--- src/rtl/core/hsvrgb_pkg.sv ---
`timescale 1ns / 1ps
// ----------------------------------------------------------------------------
// hsvrgb_pkg
// Shared widths, constants and types of the hsv to rgb color converter.
// ----------------------------------------------------------------------------
package hsvrgb_pkg;

   // field widths
   localparam int unsigned HUE_W   = 10;
   localparam int unsigned PCT_W   = 7;
   localparam int unsigned LEVEL_W = 8;
   localparam int unsigned DEG_W   = 9;   // reduced hue 0..359
   localparam int unsigned FRAC_W  = 6;   // hue remainder 0..59
   localparam int unsigned REQ_W   = HUE_W + 2 * PCT_W;
   localparam int unsigned RSP_W   = 3 * LEVEL_W;

   // color constants
   localparam int unsigned DEG_TURN   = 360;
   localparam int unsigned DEG_SECTOR = 60;
   localparam int unsigned PCT_FULL   = 100;
   localparam int unsigned LEVEL_FULL = 255;
   localparam int unsigned SCALE_QT   = PCT_FULL * DEG_SECTOR;   // 6000

   // intermediate widths
   localparam int unsigned FULL_W = 15;   // value * 255, up to 25500
   localparam int unsigned COEF_W = 13;   // up to 6000
   localparam int unsigned NP_W   = 22;   // up to 2550000
   localparam int unsigned NQT_W  = 28;   // up to 153000000

   // constant divisors of the three channel candidates
   localparam int unsigned DIV_TOP = PCT_FULL;
   localparam int unsigned DIV_P   = PCT_FULL * PCT_FULL;
   localparam int unsigned DIV_QT  = PCT_FULL * PCT_FULL * DEG_SECTOR;

   // hue sector, 60 degrees each
   typedef enum logic [2:0] {
      SECTOR_RED_YELLOW    = 3'd0,
      SECTOR_YELLOW_GREEN  = 3'd1,
      SECTOR_GREEN_CYAN    = 3'd2,
      SECTOR_CYAN_BLUE     = 3'd3,
      SECTOR_BLUE_MAGENTA  = 3'd4,
      SECTOR_MAGENTA_RED   = 3'd5
   } sector_type;

   // load enables of the two divider stages
   typedef struct packed {
      logic est;
      logic fix;
   } div_adv_type;

endpackage

--- src/rtl/core/hsv_to_rgb_converter.sv ---
`timescale 1ns / 1ps
// ----------------------------------------------------------------------------
// hsv_to_rgb_converter
// Converts hue, saturation and value to 8-bit red, green and blue levels.
// ----------------------------------------------------------------------------
// Usage:
//   One color enters per transfer on the req_ stream and one rgb triple
//   leaves per transfer on the rsp_ stream, in order. Hue is any 10-bit
//   value and is reduced modulo 360; saturation and value above 100 clamp.
//   Pipeline: seven register stages, stages 1 to 6 and the output register
//   that drives rsp_tdata and rsp_tvalid.
//   Throughput: one color per clock cycle when nothing stalls, set by the
//   fully pipelined datapath (hue reduce, sector split, coefficients, products,
//   two constant-divider stages, channel select into the output register).
//   Stall: each stage holds while the one after it is full and not moving;
//   req_tready falls only when the pipeline is full behind a stalled rsp_.
//   Empty stages fill, so bubbles are squeezed out during a stall.
//   Reset: synchronous, clears all stage valid bits; rsp_tvalid goes low
//   and req_tready is high in the first cycle after reset.
// ----------------------------------------------------------------------------
module hsv_to_rgb_converter (
   input  logic                         clock,
   input  logic                         reset,
   input  logic                         req_tvalid,
   output logic                         req_tready,
   // hue[9:0], saturation[16:10], brightness[23:17]
   input  logic [hsvrgb_pkg::REQ_W-1:0] req_tdata,
   output logic                         rsp_tvalid,
   input  logic                         rsp_tready,
   // red[7:0], green[15:8], blue[23:16]
   output logic [hsvrgb_pkg::RSP_W-1:0] rsp_tdata
);
   import hsvrgb_pkg::*;

   localparam int unsigned STAGES = 6;

   logic [HUE_W-1:0]   req_hue;
   logic [PCT_W-1:0]   req_sat;
   logic [PCT_W-1:0]   req_bri;

   logic [STAGES:1]    valid_ff;
   logic [STAGES:1]    rdy;
   logic               out_valid_ff;
   logic               out_rdy;

   // stage 1
   logic [DEG_W-1:0]   deg_in,  deg_ff;
   logic [PCT_W-1:0]   sat1_in, sat1_ff;
   logic [PCT_W-1:0]   val1_in, val1_ff;
   // stage 2
   sector_type         sec2_in, sec2_ff;
   logic [FRAC_W-1:0]  frac2_in, frac2_ff;
   logic [PCT_W-1:0]   sat2_ff;
   logic [FULL_W-1:0]  full2_in, full2_ff;
   // stage 3
   sector_type         sec3_ff;
   logic [FULL_W-1:0]  full3_ff;
   logic [PCT_W-1:0]   cp3_in, cp3_ff;
   logic [COEF_W-1:0]  cq3_in, cq3_ff;
   logic [COEF_W-1:0]  ct3_in, ct3_ff;
   logic [FRAC_W-1:0]  rest3;
   // stage 4
   sector_type         sec4_ff;
   logic [FULL_W-1:0]  full4_ff;
   logic [NP_W-1:0]    np4_in, np4_ff;
   logic [NQT_W-1:0]   nq4_in, nq4_ff;
   logic [NQT_W-1:0]   nt4_in, nt4_ff;
   // stages 5 and 6 (data inside the dividers)
   sector_type         sec5_ff, sec6_ff;
   div_adv_type        div_adv;
   logic [LEVEL_W-1:0] top_lv, p_lv, q_lv, t_lv;
   // output register
   logic [LEVEL_W-1:0] red_in, green_in, blue_in;
   logic [RSP_W-1:0]   rsp_in, rsp_ff;

   assign req_hue = req_tdata[HUE_W-1:0];
   assign req_sat = req_tdata[HUE_W +: PCT_W];
   assign req_bri = req_tdata[HUE_W + PCT_W +: PCT_W];

   // ready chain: a stage loads when it is empty or its content moves on
   assign out_rdy = !out_valid_ff || rsp_tready;
   always_comb begin
      rdy[STAGES] = !valid_ff[STAGES] || out_rdy;
      for (int i = STAGES - 1; i >= 1; i--) begin
         rdy[i] = !valid_ff[i] || rdy[i+1];
      end
   end
   assign req_tready = rdy[1];

   // valid bits
   always_ff @(posedge clock) begin
      if (reset) begin
         valid_ff     <= '0;
         out_valid_ff <= 1'b0;
      end else begin
         if (rdy[1]) valid_ff[1] <= req_tvalid;
         for (int i = 2; i <= STAGES; i++) begin
            if (rdy[i]) valid_ff[i] <= valid_ff[i-1];
         end
         if (out_rdy) out_valid_ff <= valid_ff[STAGES];
      end
   end

   // stage 1: hue modulo 360, percentage clamps
   always_comb begin
      priority if (req_hue >= HUE_W'(2 * DEG_TURN)) begin
         deg_in = DEG_W'(req_hue - HUE_W'(2 * DEG_TURN));
      end else if (req_hue >= HUE_W'(DEG_TURN)) begin
         deg_in = DEG_W'(req_hue - HUE_W'(DEG_TURN));
      end else begin
         deg_in = DEG_W'(req_hue);
      end
   end
   assign sat1_in = (req_sat > PCT_W'(PCT_FULL)) ? PCT_W'(PCT_FULL) : req_sat;
   assign val1_in = (req_bri > PCT_W'(PCT_FULL)) ? PCT_W'(PCT_FULL) : req_bri;

   always_ff @(posedge clock) begin
      if (rdy[1]) begin
         deg_ff  <= deg_in;
         sat1_ff <= sat1_in;
         val1_ff <= val1_in;
      end
   end

   // stage 2: sector and remainder, full scale value * 255
   always_comb begin
      priority if (deg_ff < DEG_W'(DEG_SECTOR)) begin
         sec2_in  = SECTOR_RED_YELLOW;
         frac2_in = FRAC_W'(deg_ff);
      end else if (deg_ff < DEG_W'(2 * DEG_SECTOR)) begin
         sec2_in  = SECTOR_YELLOW_GREEN;
         frac2_in = FRAC_W'(deg_ff - DEG_W'(DEG_SECTOR));
      end else if (deg_ff < DEG_W'(3 * DEG_SECTOR)) begin
         sec2_in  = SECTOR_GREEN_CYAN;
         frac2_in = FRAC_W'(deg_ff - DEG_W'(2 * DEG_SECTOR));
      end else if (deg_ff < DEG_W'(4 * DEG_SECTOR)) begin
         sec2_in  = SECTOR_CYAN_BLUE;
         frac2_in = FRAC_W'(deg_ff - DEG_W'(3 * DEG_SECTOR));
      end else if (deg_ff < DEG_W'(5 * DEG_SECTOR)) begin
         sec2_in  = SECTOR_BLUE_MAGENTA;
         frac2_in = FRAC_W'(deg_ff - DEG_W'(4 * DEG_SECTOR));
      end else begin
         sec2_in  = SECTOR_MAGENTA_RED;
         frac2_in = FRAC_W'(deg_ff - DEG_W'(5 * DEG_SECTOR));
      end
   end
   assign full2_in = FULL_W'(val1_ff) * FULL_W'(LEVEL_FULL);

   always_ff @(posedge clock) begin
      if (rdy[2]) begin
         sec2_ff  <= sec2_in;
         frac2_ff <= frac2_in;
         sat2_ff  <= sat1_ff;
         full2_ff <= full2_in;
      end
   end

   // stage 3: weights 100 - s, 6000 - s*f, 6000 - s*(60 - f)
   assign rest3  = FRAC_W'(DEG_SECTOR) - frac2_ff;
   assign cp3_in = PCT_W'(PCT_FULL) - sat2_ff;
   assign cq3_in = COEF_W'(SCALE_QT) - COEF_W'(sat2_ff) * COEF_W'(frac2_ff);
   assign ct3_in = COEF_W'(SCALE_QT) - COEF_W'(sat2_ff) * COEF_W'(rest3);

   always_ff @(posedge clock) begin
      if (rdy[3]) begin
         sec3_ff  <= sec2_ff;
         full3_ff <= full2_ff;
         cp3_ff   <= cp3_in;
         cq3_ff   <= cq3_in;
         ct3_ff   <= ct3_in;
      end
   end

   // stage 4: full scale times each weight
   assign np4_in = NP_W'(full3_ff) * NP_W'(cp3_ff);
   assign nq4_in = NQT_W'(full3_ff) * NQT_W'(cq3_ff);
   assign nt4_in = NQT_W'(full3_ff) * NQT_W'(ct3_ff);

   always_ff @(posedge clock) begin
      if (rdy[4]) begin
         sec4_ff  <= sec3_ff;
         full4_ff <= full3_ff;
         np4_ff   <= np4_in;
         nq4_ff   <= nq4_in;
         nt4_ff   <= nt4_in;
      end
   end

   // stages 5 and 6: constant dividers, sector travels alongside
   assign div_adv.est = rdy[5];
   assign div_adv.fix = rdy[6];

   always_ff @(posedge clock) begin
      if (rdy[5]) sec5_ff <= sec4_ff;
      if (rdy[6]) sec6_ff <= sec5_ff;
   end

   hsvrgb_cdiv #(.XW(FULL_W), .DIVISOR(DIV_TOP)) u_div_top (
      .clock    (clock),
      .adv      (div_adv),
      .dividend (full4_ff),
      .quotient (top_lv)
   );

   hsvrgb_cdiv #(.XW(NP_W), .DIVISOR(DIV_P)) u_div_p (
      .clock    (clock),
      .adv      (div_adv),
      .dividend (np4_ff),
      .quotient (p_lv)
   );

   hsvrgb_cdiv #(.XW(NQT_W), .DIVISOR(DIV_QT)) u_div_q (
      .clock    (clock),
      .adv      (div_adv),
      .dividend (nq4_ff),
      .quotient (q_lv)
   );

   hsvrgb_cdiv #(.XW(NQT_W), .DIVISOR(DIV_QT)) u_div_t (
      .clock    (clock),
      .adv      (div_adv),
      .dividend (nt4_ff),
      .quotient (t_lv)
   );

   // channel placement per sector
   always_comb begin
      unique case (sec6_ff)
         SECTOR_RED_YELLOW: begin
            red_in = top_lv; green_in = t_lv;   blue_in = p_lv;
         end
         SECTOR_YELLOW_GREEN: begin
            red_in = q_lv;   green_in = top_lv; blue_in = p_lv;
         end
         SECTOR_GREEN_CYAN: begin
            red_in = p_lv;   green_in = top_lv; blue_in = t_lv;
         end
         SECTOR_CYAN_BLUE: begin
            red_in = p_lv;   green_in = q_lv;   blue_in = top_lv;
         end
         SECTOR_BLUE_MAGENTA: begin
            red_in = t_lv;   green_in = p_lv;   blue_in = top_lv;
         end
         default: begin
            red_in = top_lv; green_in = p_lv;   blue_in = q_lv;
         end
      endcase
   end
   assign rsp_in = {blue_in, green_in, red_in};

   // output register
   always_ff @(posedge clock) begin
      if (out_rdy) rsp_ff <= rsp_in;
   end

   assign rsp_tvalid = out_valid_ff;
   assign rsp_tdata  = rsp_ff;

endmodule

--- src/rtl/core/hsvrgb_cdiv.sv ---
`timescale 1ns / 1ps
// ----------------------------------------------------------------------------
// hsvrgb_cdiv
// Two-stage divide by a constant: reciprocal estimate, then back product.
// The corrected 8-bit quotient is presented combinationally after stage two.
// ----------------------------------------------------------------------------
module hsvrgb_cdiv #(
   parameter int unsigned XW      = 28,
   parameter int unsigned DIVISOR = 600000
) (
   input  logic                           clock,
   input  hsvrgb_pkg::div_adv_type        adv,
   input  logic [XW-1:0]                  dividend,
   output logic [hsvrgb_pkg::LEVEL_W-1:0] quotient
);
   import hsvrgb_pkg::*;

   // reciprocal scaled by 2^XW, estimate never above the true quotient
   localparam int unsigned    SHIFT  = XW;
   localparam longint unsigned RECIP = (64'd1 << SHIFT) / DIVISOR;
   localparam int unsigned    RW     = $clog2(RECIP + 1);
   localparam int unsigned    PW     = XW + RW;

   logic [PW-1:0]      scaled;
   logic [LEVEL_W-1:0] est_in;
   logic [LEVEL_W-1:0] est_a_ff;
   logic [XW-1:0]      x_a_ff;
   logic [LEVEL_W-1:0] est_b_ff;
   logic [XW-1:0]      x_b_ff;
   logic [XW-1:0]      back_in;
   logic [XW-1:0]      back_ff;
   logic [XW-1:0]      diff;

   // stage one: multiply by the reciprocal
   assign scaled = PW'(dividend) * PW'(RECIP);
   assign est_in = scaled[SHIFT +: LEVEL_W];

   always_ff @(posedge clock) begin
      if (adv.est) begin
         est_a_ff <= est_in;
         x_a_ff   <= dividend;
      end
   end

   // stage two: multiply the estimate back
   assign back_in = XW'(est_a_ff) * XW'(DIVISOR);

   always_ff @(posedge clock) begin
      if (adv.fix) begin
         est_b_ff <= est_a_ff;
         x_b_ff   <= x_a_ff;
         back_ff  <= back_in;
      end
   end

   // estimate is short by at most one
   assign diff     = x_b_ff - back_ff;
   assign quotient = (diff >= XW'(DIVISOR)) ? est_b_ff + LEVEL_W'(1) : est_b_ff;

endmodule

--- config.mk ---
export PLATFORM = sky130hd
export DESIGN_NAME = hsv_to_rgb_converter
export DESIGN_NICKNAME = d
export VERILOG_FILES = /design/src/rtl/core/hsvrgb_pkg.sv /design/src/rtl/core/hsv_to_rgb_converter.sv /design/src/rtl/core/hsvrgb_cdiv.sv
export SDC_FILE = /design/constraint.sdc
export NUM_CORES = 2
export LEC_CHECK = 0
export BUFFER_PORTS_ARGS = -buffer_cell sky130_fd_sc_hd__buf_2
export CORE_AREA = 3 3 339 341
export CTS_CLUSTER_DIAMETER = 120
export CTS_CLUSTER_SIZE = 28
export DETAILED_ROUTE_END_ITERATION = 12
export DIE_AREA = 0 0 342 344
export PLACE_DENSITY = 0.73
export SLEW_MARGIN = 20
export SYNTH_ARGS = -nofsm -noshare
export SYNTH_HDL_FRONTEND = slang
export SYNTH_SLANG_ARGS = --single-unit
--- constraint.sdc ---
create_clock -name clock -period 16.37 [get_ports clock]
set_input_delay 0.8185 -clock clock [delete_from_list [all_inputs] [get_ports clock]]
set_output_delay 0.8185 -clock clock [all_outputs]
set_load 0.02 [all_outputs]
==> results.json <==
{
  "clock_tree.buffer_depth": 3,
  "antenna_found_initial": 1,
  "grt_use_total_pct": 21.1,
  "synth_area_um2": 61400,
  "crit_path_max_incr_delay_ns": 0.66,
  "cts.clk_slew.worst_paths_ns": 0.11,
  "fin_skew_ns": 0.0236,
  "design.die.area_um2": 118000,
  "io_pins": 54,
  "grt_pass1_vias": 41700,
  "fin_util_pct": 57.3,
  "avgSynthCellArea_um2": 10.4,
  "die_x_um": 342,
  "gr-total-overflow": 0,
  "hold_viol_final": 0,
  "root_buffer": "clkbuf_16",
  "start_util_pct": 54.8,
  "dp_hpwl_um": 98200,
  "via_per_inst": 5.34,
  "synth-xor-area-share_pct": 3.48,
  "worstPathMaxFanout": 15,
  "cap_violations": 0,
  "crit_chain": "and2_1 > fa_1 > inv_1 > fa_1 > inv_1 > fa_1 > fa_1 > inv_1 > fa_1 > inv_1 > ha_1 > a21o_1 > a21o_1 > a21oi_1 > o21a_1 > a311oi_1 > nor2_1 > a2111oi_0 > nor3_1 > o41ai_1 > a21oi_1 > xnor2_1",
  "portBuffers": 53,
  "layout_setup_ws_ns": 9.83,
  "synthAdderAreaFrac_pct": 43.8,
  "grt_max_degree": 117,
  "required_ns": 16.79,
  "yosys.area.top_type": "fa_1",
  "crit_arrival_ns": 6.95,
  "clk_latency_ns": 0.66,
  "routedWlPerCell_um": 16.0,
  "grt_pass1_wl_um": 204000,
  "detailedPlace.worstSlack_ns": 9.87,
  "timing_max_transition_violations_final": 0,
  "synth_top_area_share_pct": 26.4,
  "synth_compound_area_share_pct": 8.06,
  "cp_common_cell": "fa_1",
  "cts_setup_buffers": 0,
  "netlist_instances": 5909,
  "synth.area.mux_share_pct": 0.403,
  "gp_congestion": 0.896,
  "cts_buffers": 27,
  "synth_top_family_by_area": "adder cells",
  "nFillCells": 9345,
  "ys_warn_count": 0,
  "core_um2": 112000,
  "period_needed_ns": 6.54,
  "rsz0062_at_grt": "no",
  "slowest_stage": "edfxtp_1",
  "wirelength_um": 119000,
  "n_antenna_cell": 0,
  "via_count": 39600,
  "worst_pin_slew_ns": 1.07,
  "drc_errors": 0,
  "ant_nets": 0,
  "startpoint_type": "flop",
  "cp_top_family": "adder cells",
  "period_share_pct": 39.9,
  "setup_violations": 0,
  "htreeDepth": 1,
  "fmax_ghz": 0.153,
  "crit_type": "reg2reg",
  "cts_resized": 0,
  "final_layout_size_suffix_gt1_share_pct": 3.08,
  "fp-row-count": 123,
  "synth_fp_nets": 7602,
  "ys_seq_area_share_pct": 25.1,
  "cp_num_buf_inv": 4,
  "place_inst": 7368,
  "die_h_um": 344,
  "finalNonFillerCells": 7411,
  "numClockSinks": 516,
  "nNetsFinal": 7590,
  "synthTopCellsByCount": "inv_1 (1419), ha_1 (856), fa_1 (809), edfxtp_1 (509), nand2_1 (401)",
  "setup_tns_ns": 0,
  "dr.first_iter.drc_count": 2105,
  "synth_edf_count": 509,
  "cp-end-kind": "flop",
  "cts_hold_buf": 0,
  "synth.distinct_cells": 101,
  "maxSlewHeadroom_pct": 28.8,
  "ys_seq_elements": 516,
  "syn_to_final_growth_pct": 4.58,
  "hp-class": "in2reg",
  "synth_area_leaders": "fa_1 (26%), edfxtp_1 (25%), ha_1 (17%)",
  "synth.most_common_cell": "inv_1",
  "status": "completed",
  "first_pass_iters": 6,
  "ys.flop_type": "edfxtp_1",
  "cts_tree": "built",
  "async_reset_ff_share_pct": 0,
  "yosys.area_share.simple_pct": 9.72
}
## routing by layer
| layer | up-vias | wire (um) | part of all wire (%) | GRT usage (%) |
|---|---|---|---|---|
| met3 | 145 | 5310 | 4.5 | 2.10 |
| met4 | 0 | 2980 | 2.5 | 4.90 |
| met1 | 19600 | 53600 | 45 | 29.2 |
| met5 | - | 0 | 0 | 0 |
| met2 | 806 | 56900 | 48 | 36.1 |
| li1 | 19000 | - | - | - |
## cells in the final DEF (no fill, tap or decap), types with 9 or more instances in the layout
cell / n
a211o_1: 13
or3_1: 18
fa_1: 809
buf_4: 24
o221ai_1: 9
nor2b_1: 47
nor4_1: 9
xnor2_1: 164
nand4_1: 25
o21ai_0: 114
a21oi_1: 218
xor2_1: 78
or2_2: 15
inv_1: 1417
o31ai_1: 10
mux2i_1: 21
nor2_1: 162
and2_1: 285
nor3_1: 59
nand2_1: 399
buf_2: 53
o211ai_1: 15
o22ai_1: 12
a211oi_1: 28
a31oi_1: 32
nand2b_1: 34
and3_1: 41
o21bai_1: 36
nand3_1: 47
edfxtp_1: 509
ha_1: 856
o2111ai_1: 9
clkbuf_16: 27
o21a_1: 37
a21o_1: 87
## final timing paths
| check | start | to | slack, ns | cells past startpoint |
|---|---|---|---|---|
| max | cq3_ff[7] | nq4_ff[27] | 9.83 | 22 |
| min | req_tdata[2] | deg_ff[2] | 0.34 | 1 |
| max reg2reg | cq3_ff[7] | nq4_ff[27] | 9.83 | 22 |
| min reg2reg | u_div_q.x_a_ff[26] | u_div_q.x_b_ff[26] | 0.42 | 0 |
## area by class of cell
cell class	instances	area, um^2	area share, %
Tap cell	1500	1880	2.92
Clock buffer	28	679	1.06
Clock inverter	15	256	0.399
Sequential cell	516	15400	24.0
Inverter	1420	5340	8.31
Timing Repair Buffer	77	445	0.693
Multi-Input combinational cell	3855	40200	62.6
## flip-flops by register name, indices dropped and copies added, names as in the netlist, 21 cells and up
signal,flops
np4_ff,22
u_div_q.x_b_ff,22
u_div_t.x_b_ff,22
rsp_tdata,24
nq4_ff,28
u_div_q.x_a_ff,22
u_div_t.x_a_ff,22
nt4_ff,27
u_div_q.back_ff,21
u_div_t.back_ff,21
## per-stage QoR
stage	area, um^2	hold WS (ns)
after floorplan	61400	0.400
after global placement	63300	0.401
after detailed placement	63300	0.405
after CTS	64300	0.298
after global routing	64300	0.311
final	64300	0.343
## cells by family (layout without fill, tap and decap cells)
kind of cell,Yosys count,in the layout
muxes,24,24
buffers and inverters,1538,1540
AOI/OAI and AO/OA,738,738
xor gates and xnor gates,243,243
and+or+nand+nor,1184,1184
adders and majority gates,1666,1666
DFF,516,516
Power is not shown: default switching activity piles up to over one toggle a cycle in this logic, so the estimate is an artifact.
